**src/design/mocu_ram.sv**
```systemverilog
// Generic simple dual-port RAM: one write port, one read port with registered data.
`default_nettype none
module mocu_ram #(
  parameter int WIDTH = 8,
  parameter int DEPTH = 16
) (
  input  wire logic                     clk_i,
  input  wire logic                     we_i,
  input  wire logic [$clog2(DEPTH)-1:0] waddr_i,
  input  wire logic [WIDTH-1:0]         wdata_i,
  input  wire logic [$clog2(DEPTH)-1:0] raddr_i,
  output logic      [WIDTH-1:0]         rdata_o
);

  logic [WIDTH-1:0] mem [DEPTH];

  always_ff @(posedge clk_i) begin
    if (we_i) begin
      mem[waddr_i] <= wdata_i;
    end
    rdata_o <= mem[raddr_i];
  end

endmodule
`default_nettype wire

```
**config.mk**
```make
export PLATFORM = sky130hd
export DESIGN_NAME = mocu_ram
export DESIGN_NICKNAME = d
export VERILOG_FILES = /design/src/design/mocu_ram.sv
export SDC_FILE = /design/constraint.sdc
export NUM_CORES = 1
export LEC_CHECK = 0
export BUFFER_PORTS_ARGS = -buffer_cell sky130_fd_sc_hd__clkbuf_2
export CORE_MARGIN = 4
export CORE_UTILIZATION = 40
export CTS_CLUSTER_DIAMETER = 50
export CTS_CLUSTER_SIZE = 40
export DETAILED_ROUTE_END_ITERATION = 7
export GPL_TIMING_DRIVEN = 0
export PLACE_DENSITY = 0.58
export SYNTH_ARGS = -nofsm -noshare
export SYNTH_HDL_FRONTEND = slang
export SYNTH_SLANG_ARGS = --single-unit
```
**constraint.sdc**
```tcl
create_clock -name clk_i -period 2.15 [get_ports clk_i]
set_clock_uncertainty 0.1 [all_clocks]
set_input_delay 0.1075 -clock clk_i [delete_from_list [all_inputs] [get_ports clk_i]]
set_output_delay 0.1075 -clock clk_i [all_outputs]
set_load 0.02 [all_outputs]
```
==> impl_metrics.env <==
export IMPL_crit_required_ps=2060
export IMPL_p_per_area_mw_per_mm2=980
export IMPL_multi_input_area_mm2=0.00106
export IMPL_postRouteAntennaNets=0
export IMPL_finalCriticalPeriod_ps=1870
export IMPL_peakVddDrop_mv=0.329
export IMPL_antenna_found_initial=0
export IMPL_area_sequential_mm2=0.00400
export IMPL_fin_crit_sh_pct=87.0
export IMPL_syn_inst=229
export IMPL_power_frac_seq_pct=50.5
export IMPL_rsz0062_at_grt="no"
export IMPL_place_port_buffers=24
export IMPL_startpoint_type="input port"
export IMPL_drt_total_wl_mm=9.69
export IMPL_clk_transition_reported_paths_ps=50
export IMPL_drv_slew=0
export IMPL_drc=0
export IMPL_critPathMaxStageDelay_ps=1040
export IMPL_crit_chain="clkbuf_2 -> or3b_2 -> nor3_1"
export IMPL_worstMarginPinSlew_ps=1340
export IMPL_clock_root_buffer="clkbuf_16"
export IMPL_die_h_um=121
export IMPL_leakagePower_uw=0.00202
export IMPL_critPathMaxFanout=8
export IMPL_hold_slack_ps=60.6
export IMPL_async_reset_ff_share_pct=0
export IMPL_final_nets=290
export IMPL_ys_seq_area_share_pct=77.8
export IMPL_syn_area_mm2=0.00515
export IMPL_synth_seq_cells=136
export IMPL_slew_headroom_pct=9.89
export IMPL_htreeDepth=4
export IMPL_num_rows=41
export IMPL_grt_overflow=0
export IMPL_swShare_pct=20.1
export IMPL_syn_avg_cell_area_um2=22.5
export IMPL_yosys_top_cells_count="edfxtp_1 (128), mux4_2 (18), a22oi_1 (16), mux4_1 (14), nor2_1 (13)"
export IMPL_yosysWarnings=0
export IMPL_cp_top_family="simple AND/OR/NAND/NOR gates"
export IMPL_cts_buffers=17
export IMPL_first_iter_violations=132
export IMPL_synth_area_top_cells="edfxtp_1 (75%), mux4_2 (7.9%), mux4_1 (7.1%)"
export IMPL_yosys_area_top_type="edfxtp_1"
export IMPL_core_area_mm2=0.0126
export IMPL_endpoint_kind="register"
export IMPL_fin_util_pct=47.7
export IMPL_syn_to_final_growth_pct=17.0
export IMPL_synth_most_common_cell="edfxtp_1"
export IMPL_tritoncts="yes"
export IMPL_cts_resized=0
export IMPL_grt_pass1_vias=2392
export IMPL_fill_cells=1070
export IMPL_routed_via_density=5.12
export IMPL_grt_total_usage_pct=14.5
export IMPL_ios=26
export IMPL_grt_pass1_wl_mm=14.6
export IMPL_power_internal_uw=4720
export IMPL_die_x_um=121
export IMPL_status="finished, final reports clean"
export IMPL_cap_violations=0
export IMPL_fmax_ghz=0.535
export IMPL_synth_cell_types=19
export IMPL_die_area_mm2=0.0147
export IMPL_insertion_delay_ps=410
export IMPL_grt_max_degree=17
export IMPL_hold_viol_final=0
export IMPL_drive_gt1_share_pct=28.8
export IMPL_setup_violations=0
export IMPL_cts_sinks=136
export IMPL_cts_hold_buf=0
export IMPL_post_cts_buffers=0
export IMPL_cts_path_max_buffers=2
export IMPL_clock_power_share_pct=44.4
export IMPL_synth_nets=247
export IMPL_tns_ps=0
export IMPL_wire_per_inst_um=21.2
export IMPL_worstPathArrival_ps=1780
export IMPL_power_switching_uw=1190
export IMPL_synthFlopType="edfxtp_1"
export IMPL_total_power_uw=5900
export IMPL_globalplace_congestion=0.720
export IMPL_critPathBufInv=1
export IMPL_diodes=0
export IMPL_synth_edff_count=128
export IMPL_crit_type="input port to register"
export IMPL_yosys_area_top_type_share_pct=74.7
export IMPL_initial_core_util_pct=40.8
export IMPL_dp_hpwl_mm=6.04
export IMPL_comb_power_share_pct=5.1
export IMPL_drt_pass1_iter_count=4
export IMPL_hold_class="input port to register"
export IMPL_via_count=2342
export IMPL_slowest_stage="nor3_1"
metrics by stage:
| step | std cells | instance area [um^2] | setup WS, ps |
|---|---|---|---|
| global route | 457 | 6020 | 221 |
| global placement | 425 | 5480 | -133 |
| detailed placement | 425 | 5480 | -124 |
| finish | 457 | 6020 | 280 |
| CTS | 457 | 6020 | 305 |
| floorplan | 229 | 5150 | 450 |
logic make-up (layout without fill, tap and decap cells):
group	count (synthesis)	after routing	share of synthesized area (%)
DFF	136	136	77.8
and+or+nand+nor	35	35	3.18
muxes	32	32	15.0
AOI/OAI and AO/OA	16	16	2.33
buffers and inverters	10	66	1.68
path summary, 6_finish.rpt:
check,start,endpoint,cells after the start,slack [ps]
setup / recovery,waddr_i[2],mem[0][4],3,280
hold reg to reg,mem[11][1],rdata_o[1],3,580
setup reg to reg,mem[1][0],rdata_o[0],3,630
hold / removal,wdata_i[6],mem[6][6],1,60
worst register-to-register path, stage by stage (launching register included):
cell      delay (ps)
edfxtp_1         350
mux4_1           520
a22oi_1          310
nand2_1          120
state kept, by name, summed over array words and instances (netlist names):
name / count
mem: 128
rdata_o: 8
power by group through the flow:
stage          sequential [uW]  clock, uW  combinational (uW)
5_1_grt                   2980       2780                 325
2_1_floorplan             3050          0                 150
6_report                  2980       2620                 300
3_5_place_dp              3030          0                 304
3_3_place_gp              3030          0                 300
4_1_cts                   2980       2660                 306
cell type report:
type                            count  share of cell area, %
Tap cell                          172                   3.57
Clock inverter                     10                   1.29
Clock buffer                       22                   7.71
Buffer                             10                   1.43
Sequential cell                   136                   66.5
Multi-Input combinational cell     83                   17.5
Timing Repair Buffer               24                   1.99
cell usage in the layout, fill, tap and decap left out, drive strengths merged:
cell type      synthesis  final
dfxtp                  8      8
edfxtp               128    128
nor2                  13     13
nor3                   4      4
clkinv                 0      8
nand3b                 2      2
and2b                  1      1
clkdlybuf4s25          3      3
clkbuf                 0     46
a22oi                 16     16
nand2b                 2      2
nand3                  1      1
nor2b                  1      1
mux4                  32     32
bufinv                 0      1
or3b                   1      1
clkinvlp               0      1
nand2                  9      9
buf                    7      7
and2                   1      1
per-layer routing:
layer / share of wire, % / GRT usage (%) / up-vias
met2: 49 / 22.3 / 58
met3: 4.3 / 4.15 / 15
met5: 0 / 0 / -
met1: 45 / 19.6 / 1208
met4: 1.7 / 5.67 / 0
li1: - / - / 1061
Note: power is estimated with default switching activity, not from simulation.
