[config.mk]
export PLATFORM = sky130hd
export DESIGN_NAME = mocu_seq
export DESIGN_NICKNAME = d
export VERILOG_FILES = /design/src/design/mocu_pkg.sv /design/src/design/mocu_addr.sv /design/src/design/mocu_seq.sv
export SDC_FILE = /design/constraint.sdc
export NUM_CORES = 1
export LEC_CHECK = 0
export BUFFER_PORTS_ARGS = -buffer_cell sky130_fd_sc_hd__buf_2
export CAP_MARGIN = 25
export CORE_UTILIZATION = 59
export CTS_BUF_LIST = sky130_fd_sc_hd__clkbuf_2 sky130_fd_sc_hd__clkbuf_4 sky130_fd_sc_hd__clkbuf_8
export CTS_CLUSTER_SIZE = 30
export DETAILED_ROUTE_END_ITERATION = 7
export MAX_ROUTING_LAYER = met4
export PLACE_DENSITY_LB_ADDON = 0.15
export SKIP_CTS_REPAIR_TIMING = 1
export SYNTH_ARGS = -nofsm -noshare
export SYNTH_HDL_FRONTEND = slang
export SYNTH_SLANG_ARGS = --single-unit
[constraint.sdc]
create_clock -name clk_i -period 6.1 [get_ports clk_i]
set_clock_uncertainty 0.1 [all_clocks]
set_input_delay 0.61 -clock clk_i [delete_from_list [all_inputs] [get_ports clk_i]]
set_output_delay 0.61 -clock clk_i [all_outputs]
set_load 0.05 [all_outputs]
[src/design/mocu_pkg.sv]
// Shared constants, types and helper functions for the mipmap occupancy counter.
`default_nettype none
package mocu_pkg;

  localparam int MAX_LEVEL = 8;
  localparam int LVL_W     = 4;
  localparam int COORD_W   = 8;
  localparam int COUNT_W   = 17;
  localparam int ACTION_W  = 2;
  localparam int STATE_W   = 2;
  localparam int CFG_IDX_W = 1;
  localparam int DEPTH     = ((1 << (2 * (MAX_LEVEL + 1))) - 1) / 3;
  localparam int ADDR_W    = $clog2(DEPTH);

  localparam logic [COUNT_W-1:0] COUNT_MAX = {COUNT_W{1'b1}};

  localparam logic [ACTION_W-1:0] ACT_TURN_ON = 2'd0;
  localparam logic [ACTION_W-1:0] ACT_QUERY   = 2'd1;
  localparam logic [ACTION_W-1:0] ACT_CLEAR   = 2'd2;

  localparam logic [STATE_W-1:0] CELL_EMPTY   = 2'd0;
  localparam logic [STATE_W-1:0] CELL_PARTIAL = 2'd1;
  localparam logic [STATE_W-1:0] CELL_FULL    = 2'd2;

  localparam logic [CFG_IDX_W-1:0] REG_MIN_LEVEL  = 1'b0;
  localparam logic [CFG_IDX_W-1:0] REG_ACTIVE_MAX = 1'b1;

  typedef struct packed {
    logic [LVL_W-1:0] min_level;
    logic [LVL_W-1:0] active_max_level;
  } cfg_t;

  typedef struct packed {
    logic [LVL_W-1:0]   lvl;
    logic [COORD_W-1:0] x;
    logic [COORD_W-1:0] y;
  } addr_req_t;

  // First entry of a level: sum of 4^k for k below the level.
  function automatic logic [ADDR_W-1:0] level_base(input logic [LVL_W-1:0] l);
    logic [ADDR_W-1:0] b;
    b = '0;
    for (int k = 0; k < MAX_LEVEL; k++) begin
      if (LVL_W'(k) < l) begin
        b[2*k] = 1'b1;
      end
    end
    return b;
  endfunction

  function automatic logic [LVL_W-1:0] sat_level(input logic [LVL_W-1:0] v);
    return (v > LVL_W'(MAX_LEVEL)) ? LVL_W'(MAX_LEVEL) : v;
  endfunction

endpackage
`default_nettype wire

[src/design/mocu_addr.sv]
// Cell address unit: maps level and coordinates to a flat pyramid address.
`default_nettype none
module mocu_addr (
  input  wire mocu_pkg::addr_req_t          req_i,
  output logic [mocu_pkg::ADDR_W-1:0]       addr_o
);

  assign addr_o = mocu_pkg::level_base(req_i.lvl)
                + (mocu_pkg::ADDR_W'(req_i.y) << req_i.lvl)
                + mocu_pkg::ADDR_W'(req_i.x);

endmodule
`default_nettype wire

[src/design/mocu_seq.sv]
// Sequencer: walks the pyramid levels, sweeps clears and holds the result register.
`default_nettype none
module mocu_seq (
  input  wire logic                              clk_i,
  input  wire logic                              rst_ni,
  input  wire mocu_pkg::cfg_t                    cfg_i,
  input  wire logic                              in_valid_i,
  output logic                                   in_ready_o,
  input  wire logic [mocu_pkg::ACTION_W-1:0]     action_i,
  input  wire logic [mocu_pkg::LVL_W-1:0]        level_i,
  input  wire logic [mocu_pkg::COORD_W-1:0]      x_coord_i,
  input  wire logic [mocu_pkg::COORD_W-1:0]      y_coord_i,
  output logic                                   out_valid_o,
  input  wire logic                              out_ready_i,
  output logic [mocu_pkg::STATE_W-1:0]           cell_state_o,
  output logic [mocu_pkg::COUNT_W-1:0]           cell_count_o,
  output logic                                   error_o,
  output logic                                   ram_we_o,
  output logic [mocu_pkg::ADDR_W-1:0]            ram_waddr_o,
  output logic [mocu_pkg::COUNT_W-1:0]           ram_wdata_o,
  output logic [mocu_pkg::ADDR_W-1:0]            ram_raddr_o,
  input  wire logic [mocu_pkg::COUNT_W-1:0]      ram_rdata_i
);

  localparam logic [2:0] S_IDLE = 3'd0;
  localparam logic [2:0] S_FCHK = 3'd1;
  localparam logic [2:0] S_UP   = 3'd2;
  localparam logic [2:0] S_QCHK = 3'd3;
  localparam logic [2:0] S_CLR  = 3'd4;
  localparam logic [2:0] S_DONE = 3'd5;

  localparam logic [mocu_pkg::ADDR_W-1:0] LAST_ADDR = mocu_pkg::ADDR_W'(mocu_pkg::DEPTH - 1);

  logic [2:0]                     state_q, state_d;
  logic                           report_q, report_d;
  logic [mocu_pkg::ADDR_W-1:0]    clr_q, clr_d;
  logic                           out_valid_q, out_valid_d;
  logic [mocu_pkg::LVL_W-1:0]     lvl_q, lvl_d;
  logic [mocu_pkg::COORD_W-1:0]   xs_q, xs_d, ys_q, ys_d;
  logic [mocu_pkg::ADDR_W-1:0]    wa_q, wa_d;
  logic [mocu_pkg::COUNT_W-1:0]   full_q, full_d;
  logic [mocu_pkg::STATE_W-1:0]   res_st_q, res_st_d, out_st_q, out_st_d;
  logic [mocu_pkg::COUNT_W-1:0]   res_cnt_q, res_cnt_d, out_cnt_q, out_cnt_d;
  logic                           res_err_q, res_err_d, out_err_q, out_err_d;
  mocu_pkg::addr_req_t            req;
  logic [mocu_pkg::ADDR_W-1:0]    addr;
  logic                           accept;
  logic                           out_free;
  logic [mocu_pkg::LVL_W-1:0]     full_sh;

  mocu_addr u_addr (
    .req_i  (req),
    .addr_o (addr)
  );

  assign in_ready_o   = (state_q == S_IDLE);
  assign accept       = in_valid_i && in_ready_o;
  assign out_free     = !out_valid_q || out_ready_i;
  assign out_valid_o  = out_valid_q;
  assign cell_state_o = out_st_q;
  assign cell_count_o = out_cnt_q;
  assign error_o      = out_err_q;
  assign ram_raddr_o  = addr;
  assign full_sh      = cfg_i.active_max_level - level_i;

  always_comb begin
    req.lvl = lvl_q - mocu_pkg::LVL_W'(1);
    req.x   = xs_q >> 1;
    req.y   = ys_q >> 1;
    if (state_q == S_IDLE) begin
      req.lvl = (action_i == mocu_pkg::ACT_QUERY) ? level_i : cfg_i.active_max_level;
      req.x   = x_coord_i;
      req.y   = y_coord_i;
    end
  end

  always_comb begin
    state_d     = state_q;
    report_d    = report_q;
    clr_d       = clr_q;
    out_valid_d = out_valid_q;
    lvl_d       = lvl_q;
    xs_d        = xs_q;
    ys_d        = ys_q;
    wa_d        = wa_q;
    full_d      = full_q;
    res_st_d    = res_st_q;
    res_cnt_d   = res_cnt_q;
    res_err_d   = res_err_q;
    out_st_d    = out_st_q;
    out_cnt_d   = out_cnt_q;
    out_err_d   = out_err_q;
    ram_we_o    = 1'b0;
    ram_waddr_o = wa_q;
    ram_wdata_o = '0;

    if (out_valid_q && out_ready_i) begin
      out_valid_d = 1'b0;
    end

    case (state_q)
      S_IDLE: begin
        if (accept) begin
          res_st_d  = mocu_pkg::CELL_EMPTY;
          res_cnt_d = '0;
          res_err_d = 1'b0;
          case (action_i)
            mocu_pkg::ACT_TURN_ON: begin
              if (cfg_i.min_level > cfg_i.active_max_level ||
                  (x_coord_i >> cfg_i.active_max_level) != '0 ||
                  (y_coord_i >> cfg_i.active_max_level) != '0) begin
                res_err_d = 1'b1;
                state_d   = S_DONE;
              end else begin
                lvl_d   = cfg_i.active_max_level;
                xs_d    = x_coord_i;
                ys_d    = y_coord_i;
                wa_d    = addr;
                state_d = S_FCHK;
              end
            end
            mocu_pkg::ACT_QUERY: begin
              if (level_i < cfg_i.min_level || level_i > cfg_i.active_max_level ||
                  (x_coord_i >> level_i) != '0 || (y_coord_i >> level_i) != '0) begin
                res_err_d = 1'b1;
                state_d   = S_DONE;
              end else begin
                full_d  = mocu_pkg::COUNT_W'(1) << {full_sh, 1'b0};
                state_d = S_QCHK;
              end
            end
            mocu_pkg::ACT_CLEAR: begin
              clr_d    = '0;
              report_d = 1'b1;
              state_d  = S_CLR;
            end
            default: begin
              res_err_d = 1'b1;
              state_d   = S_DONE;
            end
          endcase
        end
      end
      S_FCHK: begin
        if (ram_rdata_i != '0) begin
          res_err_d = 1'b1;
          res_cnt_d = ram_rdata_i;
          state_d   = S_DONE;
        end else begin
          ram_we_o    = 1'b1;
          ram_wdata_o = mocu_pkg::COUNT_W'(1);
          res_cnt_d   = mocu_pkg::COUNT_W'(1);
          if (lvl_q == cfg_i.min_level) begin
            state_d = S_DONE;
          end else begin
            lvl_d   = lvl_q - mocu_pkg::LVL_W'(1);
            xs_d    = xs_q >> 1;
            ys_d    = ys_q >> 1;
            wa_d    = addr;
            state_d = S_UP;
          end
        end
      end
      S_UP: begin
        ram_we_o    = 1'b1;
        ram_wdata_o = (ram_rdata_i == mocu_pkg::COUNT_MAX) ? ram_rdata_i
                                                          : ram_rdata_i + mocu_pkg::COUNT_W'(1);
        if (lvl_q == cfg_i.min_level) begin
          state_d = S_DONE;
        end else begin
          lvl_d = lvl_q - mocu_pkg::LVL_W'(1);
          xs_d  = xs_q >> 1;
          ys_d  = ys_q >> 1;
          wa_d  = addr;
        end
      end
      S_QCHK: begin
        res_cnt_d = ram_rdata_i;
        if (ram_rdata_i == '0) begin
          res_st_d = mocu_pkg::CELL_EMPTY;
        end else if (ram_rdata_i >= full_q) begin
          res_st_d  = mocu_pkg::CELL_FULL;
          res_err_d = (ram_rdata_i > full_q);
        end else begin
          res_st_d = mocu_pkg::CELL_PARTIAL;
        end
        state_d = S_DONE;
      end
      S_CLR: begin
        ram_we_o    = 1'b1;
        ram_waddr_o = clr_q;
        if (clr_q == LAST_ADDR) begin
          state_d = report_q ? S_DONE : S_IDLE;
        end else begin
          clr_d = clr_q + mocu_pkg::ADDR_W'(1);
        end
      end
      S_DONE: begin
        if (out_free) begin
          out_valid_d = 1'b1;
          out_st_d    = res_st_q;
          out_cnt_d   = res_cnt_q;
          out_err_d   = res_err_q;
          state_d     = S_IDLE;
        end
      end
      default: begin
        state_d = S_IDLE;
      end
    endcase
  end

  always_ff @(posedge clk_i or negedge rst_ni) begin
    if (!rst_ni) begin
      state_q     <= S_CLR;
      report_q    <= 1'b0;
      clr_q       <= '0;
      out_valid_q <= 1'b0;
    end else begin
      state_q     <= state_d;
      report_q    <= report_d;
      clr_q       <= clr_d;
      out_valid_q <= out_valid_d;
    end
  end

  always_ff @(posedge clk_i) begin
    lvl_q     <= lvl_d;
    xs_q      <= xs_d;
    ys_q      <= ys_d;
    wa_q      <= wa_d;
    full_q    <= full_d;
    res_st_q  <= res_st_d;
    res_cnt_q <= res_cnt_d;
    res_err_q <= res_err_d;
    out_st_q  <= out_st_d;
    out_cnt_q <= out_cnt_d;
    out_err_q <= out_err_d;
  end

endmodule
`default_nettype wire

==> out/metrics.cfg <==
[sta]
period_needed_ps=5720
period_share_pct=93.8
layout_setup_ws_ps=379
slew_headroom_pct=29.2
setup_viol=0
worst_pin_slew_ps=1050
timing.hold.ws_ps=83.2
rsz0062_at_grt=false
fmax_mhz=175
slew_violations=0
timing.final.hold_violations=0

[floorplanning]
die_w_um=115
start_util_pct=61.7
fp.dieArea_um2=13200
die_y_um=115
io_pins=125
num_rows=40
core_region_area_um2=12200

[layout]
synthToLayoutAreaGrowth_pct=12.9
layout-drive-gt1-share_pct=20.9
final_util_pct=69.6
fin_nets=1016
finalNonFillerCells=1087
n_antenna_cell=0

[critical_path]
critical_path.top_delay_family=compound AO/OA/AOI/OAI gates
ff2ff_setup_slack_ps=1500
cp.depth=15
path_cells=or3_4 -> buf_4 -> nor2_1 -> mux2_2 -> o31ai_2 -> and2_1 -> fa_1 -> fa_1 -> a21o_1 -> a21oi_1 -> o21ai_0 -> a211o_1 -> a211o_1 -> o2111ai_1 -> clkbuf_4
reg2reg_depth=14
rr_startpoint=state_q[2]
path_buf_inv=2
r2r-end=wa_q[13]
critPathMaxStageDelay_ps=720
slowest_stage=dfstp_4
end_kind=output pin
required_ps=5390
critPathKind=reg -> out
crit_arrival_ps=5010
cp_max_fo=20
cp-start-kind=flip-flop

[grt]
grt_pass1_vias=6008
antenna_found_initial=0
grt_first_pass_wirelength_mm=30.3
grt_usage_pct=30.9
grt_start_max_net_pins=25
overflow=0

[placement]
portBuffers=124
pre_cts_ws_ps=435
gp_congestion=0.964
dp_hpwl_mm=14.9
placedCellCount=1071

[logic_synthesis]
synth-seq-cells=106
synth.distinct_cells=76
syn_nets=904
ys.flop_type=edfxtp_1
async_flop_share_pct=20.8
ys_seq_area_share_pct=40.8
synth_enable_flop_cells=84
synth.avg_cell_area_um2=9.39
yosys_warnings=0
synthesis.area_um2=7530
synth_cells=802

[cts]
clk_pin_slew_ps=100
cts_sinks=106
clock_latency_ps=390
cts_tree=yes
clockBufferDepth=2
root_buffer=clkbuf_8
htreeDepth=3
cts_made_buffers=9

[pwr]
p_leak_nw=3.73
switchingPower_uw=324
p_int_uw=979
sequentialPowerShare_pct=59.3
peakVddDrop_uv=90.4
pwr-share-clk_pct=31.0
combPwrFrac_pct=9.6
switching_share_pct=24.9
p_per_area_nw_per_um2=153

[route]
drt_iter0_markers=511
route.detailed.drc=0
dr.pass1.iters=6
vias=6430
drtAntennaViolNets=0
routed_wl_mm=18.8
wl_per_cell_um=17.3
viasPerCell=5.92

[job]
cap_viol_max_count=0

[min_path]
holdCritPathClass=in -> async

[outcome]
status=finished clean

-- Yosys cell counts (12+ instances only) --
cell,count,share of area (%)
nand2_1,110,5.5
nor3_1,18,1.2
mux2_2,20,3.0
o21ai_0,28,1.9
edfxtp_1,84,33
inv_1,42,2.1
nor2_1,73,3.6
ha_1,45,7.5
dfrtp_1,21,7.0
a21oi_1,36,2.4
xor2_1,17,2.0
nand3_1,24,1.6
xnor2_1,28,3.3
and2_1,25,2.1
clkbuf_1,20,1.0
mux2i_1,12,1.6
-- per-layer routing --
layer	wire length, um	vias up	track usage [%]
met5	0	-	-
met4	480	0	11.6
met3	1130	37	4.59
met2	8940	261	50.4
met1	8240	3019	38.9
li1	-	3113	-
-- cells by family (layout without fill, tap and decap cells) --
group,count (synthesis),after routing,share of synthesized area (%)
XOR/XNOR,45,45,5.23
AND/OR/NAND/NOR,330,330,21.6
multiplexers,32,32,4.59
flip-flops,106,106,40.8
buffers and inverters,77,194,4.15
AO/OA/AOI/OAI,161,161,14.6
adder cells (fa/ha/maj),51,51,9.07
-- placed cells by master (no fill, tap or decap), types with 6 or more instances in the layout --
cell type	count
nor4_1	11
mux2_2	20
o21bai_1	7
nand2_1	110
o21ai_0	27
a211oi_1	9
fa_1	6
clkbuf_8	9
dfrtp_1	20
nor2_1	73
inv_1	42
edfxtp_1	84
a21o_1	10
nor3_1	17
and2_1	25
mux2i_1	12
o22ai_1	7
buf_2	123
nor2b_1	11
xnor2_1	28
ha_1	45
a21oi_1	36
nand2b_1	10
a31oi_1	11
and3_1	8
or3_1	7
xor2_1	17
buf_4	10
a211o_1	8
nand3_1	24
nand4_1	11
-- worst max path at each step --
stage	to	slack [ps]	from
CTS	ram_raddr_o[16]	-20	state_q[2]
global placement	ram_raddr_o[13]	610	state_q[2]
detailed placement	ram_raddr_o[16]	430	state_q[2]
finish	ram_raddr_o[13]	380	state_q[2]
floorplan	ram_raddr_o[6]	780	lvl_q[0]
global route	ram_raddr_o[13]	30	state_q[2]
-- metrics by stage --
stage | power, mW | TNS, ps | area, um^2
detailed placement | 0.914 | 0 | 8300
finish | 1.30 | 0 | 8500
global route | 1.36 | 0 | 8500
CTS | 1.31 | -34.6 | 8480
floorplan | 0.859 | 0 | 7530
global placement | 0.910 | 0 | 8300
-- final cells by class --
type | instances | area (um^2)
tap | 168 | 210
fill | 1025 | 3710
timing repair buffer | 134 | 698
clock inverter | 6 | 50.0
inverter | 44 | 170
clock buffer | 10 | 131
multi-input combinational | 619 | 4160
sequential | 106 | 3080
-- sequential cells by signal (all words and copies together), names as in the netlist --
signal	count
cell_count_o	17
cell_state_o	2
clr_q	17
error_o	1
full_q	9
lvl_q	4
out_valid_o	1
report_q	1
res_cnt_q	17
res_err_q	1
res_st_q	2
state_q	3
wa_q	17
xs_q	7
ys_q	7
-- power groups by stage --
stage	Sequential [mW]	Combinational (mW)	Clock (mW)
after floorplan	0.790	0.0689	0
after global placement	0.790	0.120	0
after detailed placement	0.790	0.124	0
after CTS	0.774	0.125	0.416
after global routing	0.774	0.139	0.444
final	0.774	0.125	0.405
(Power assumes the default switching activity.)
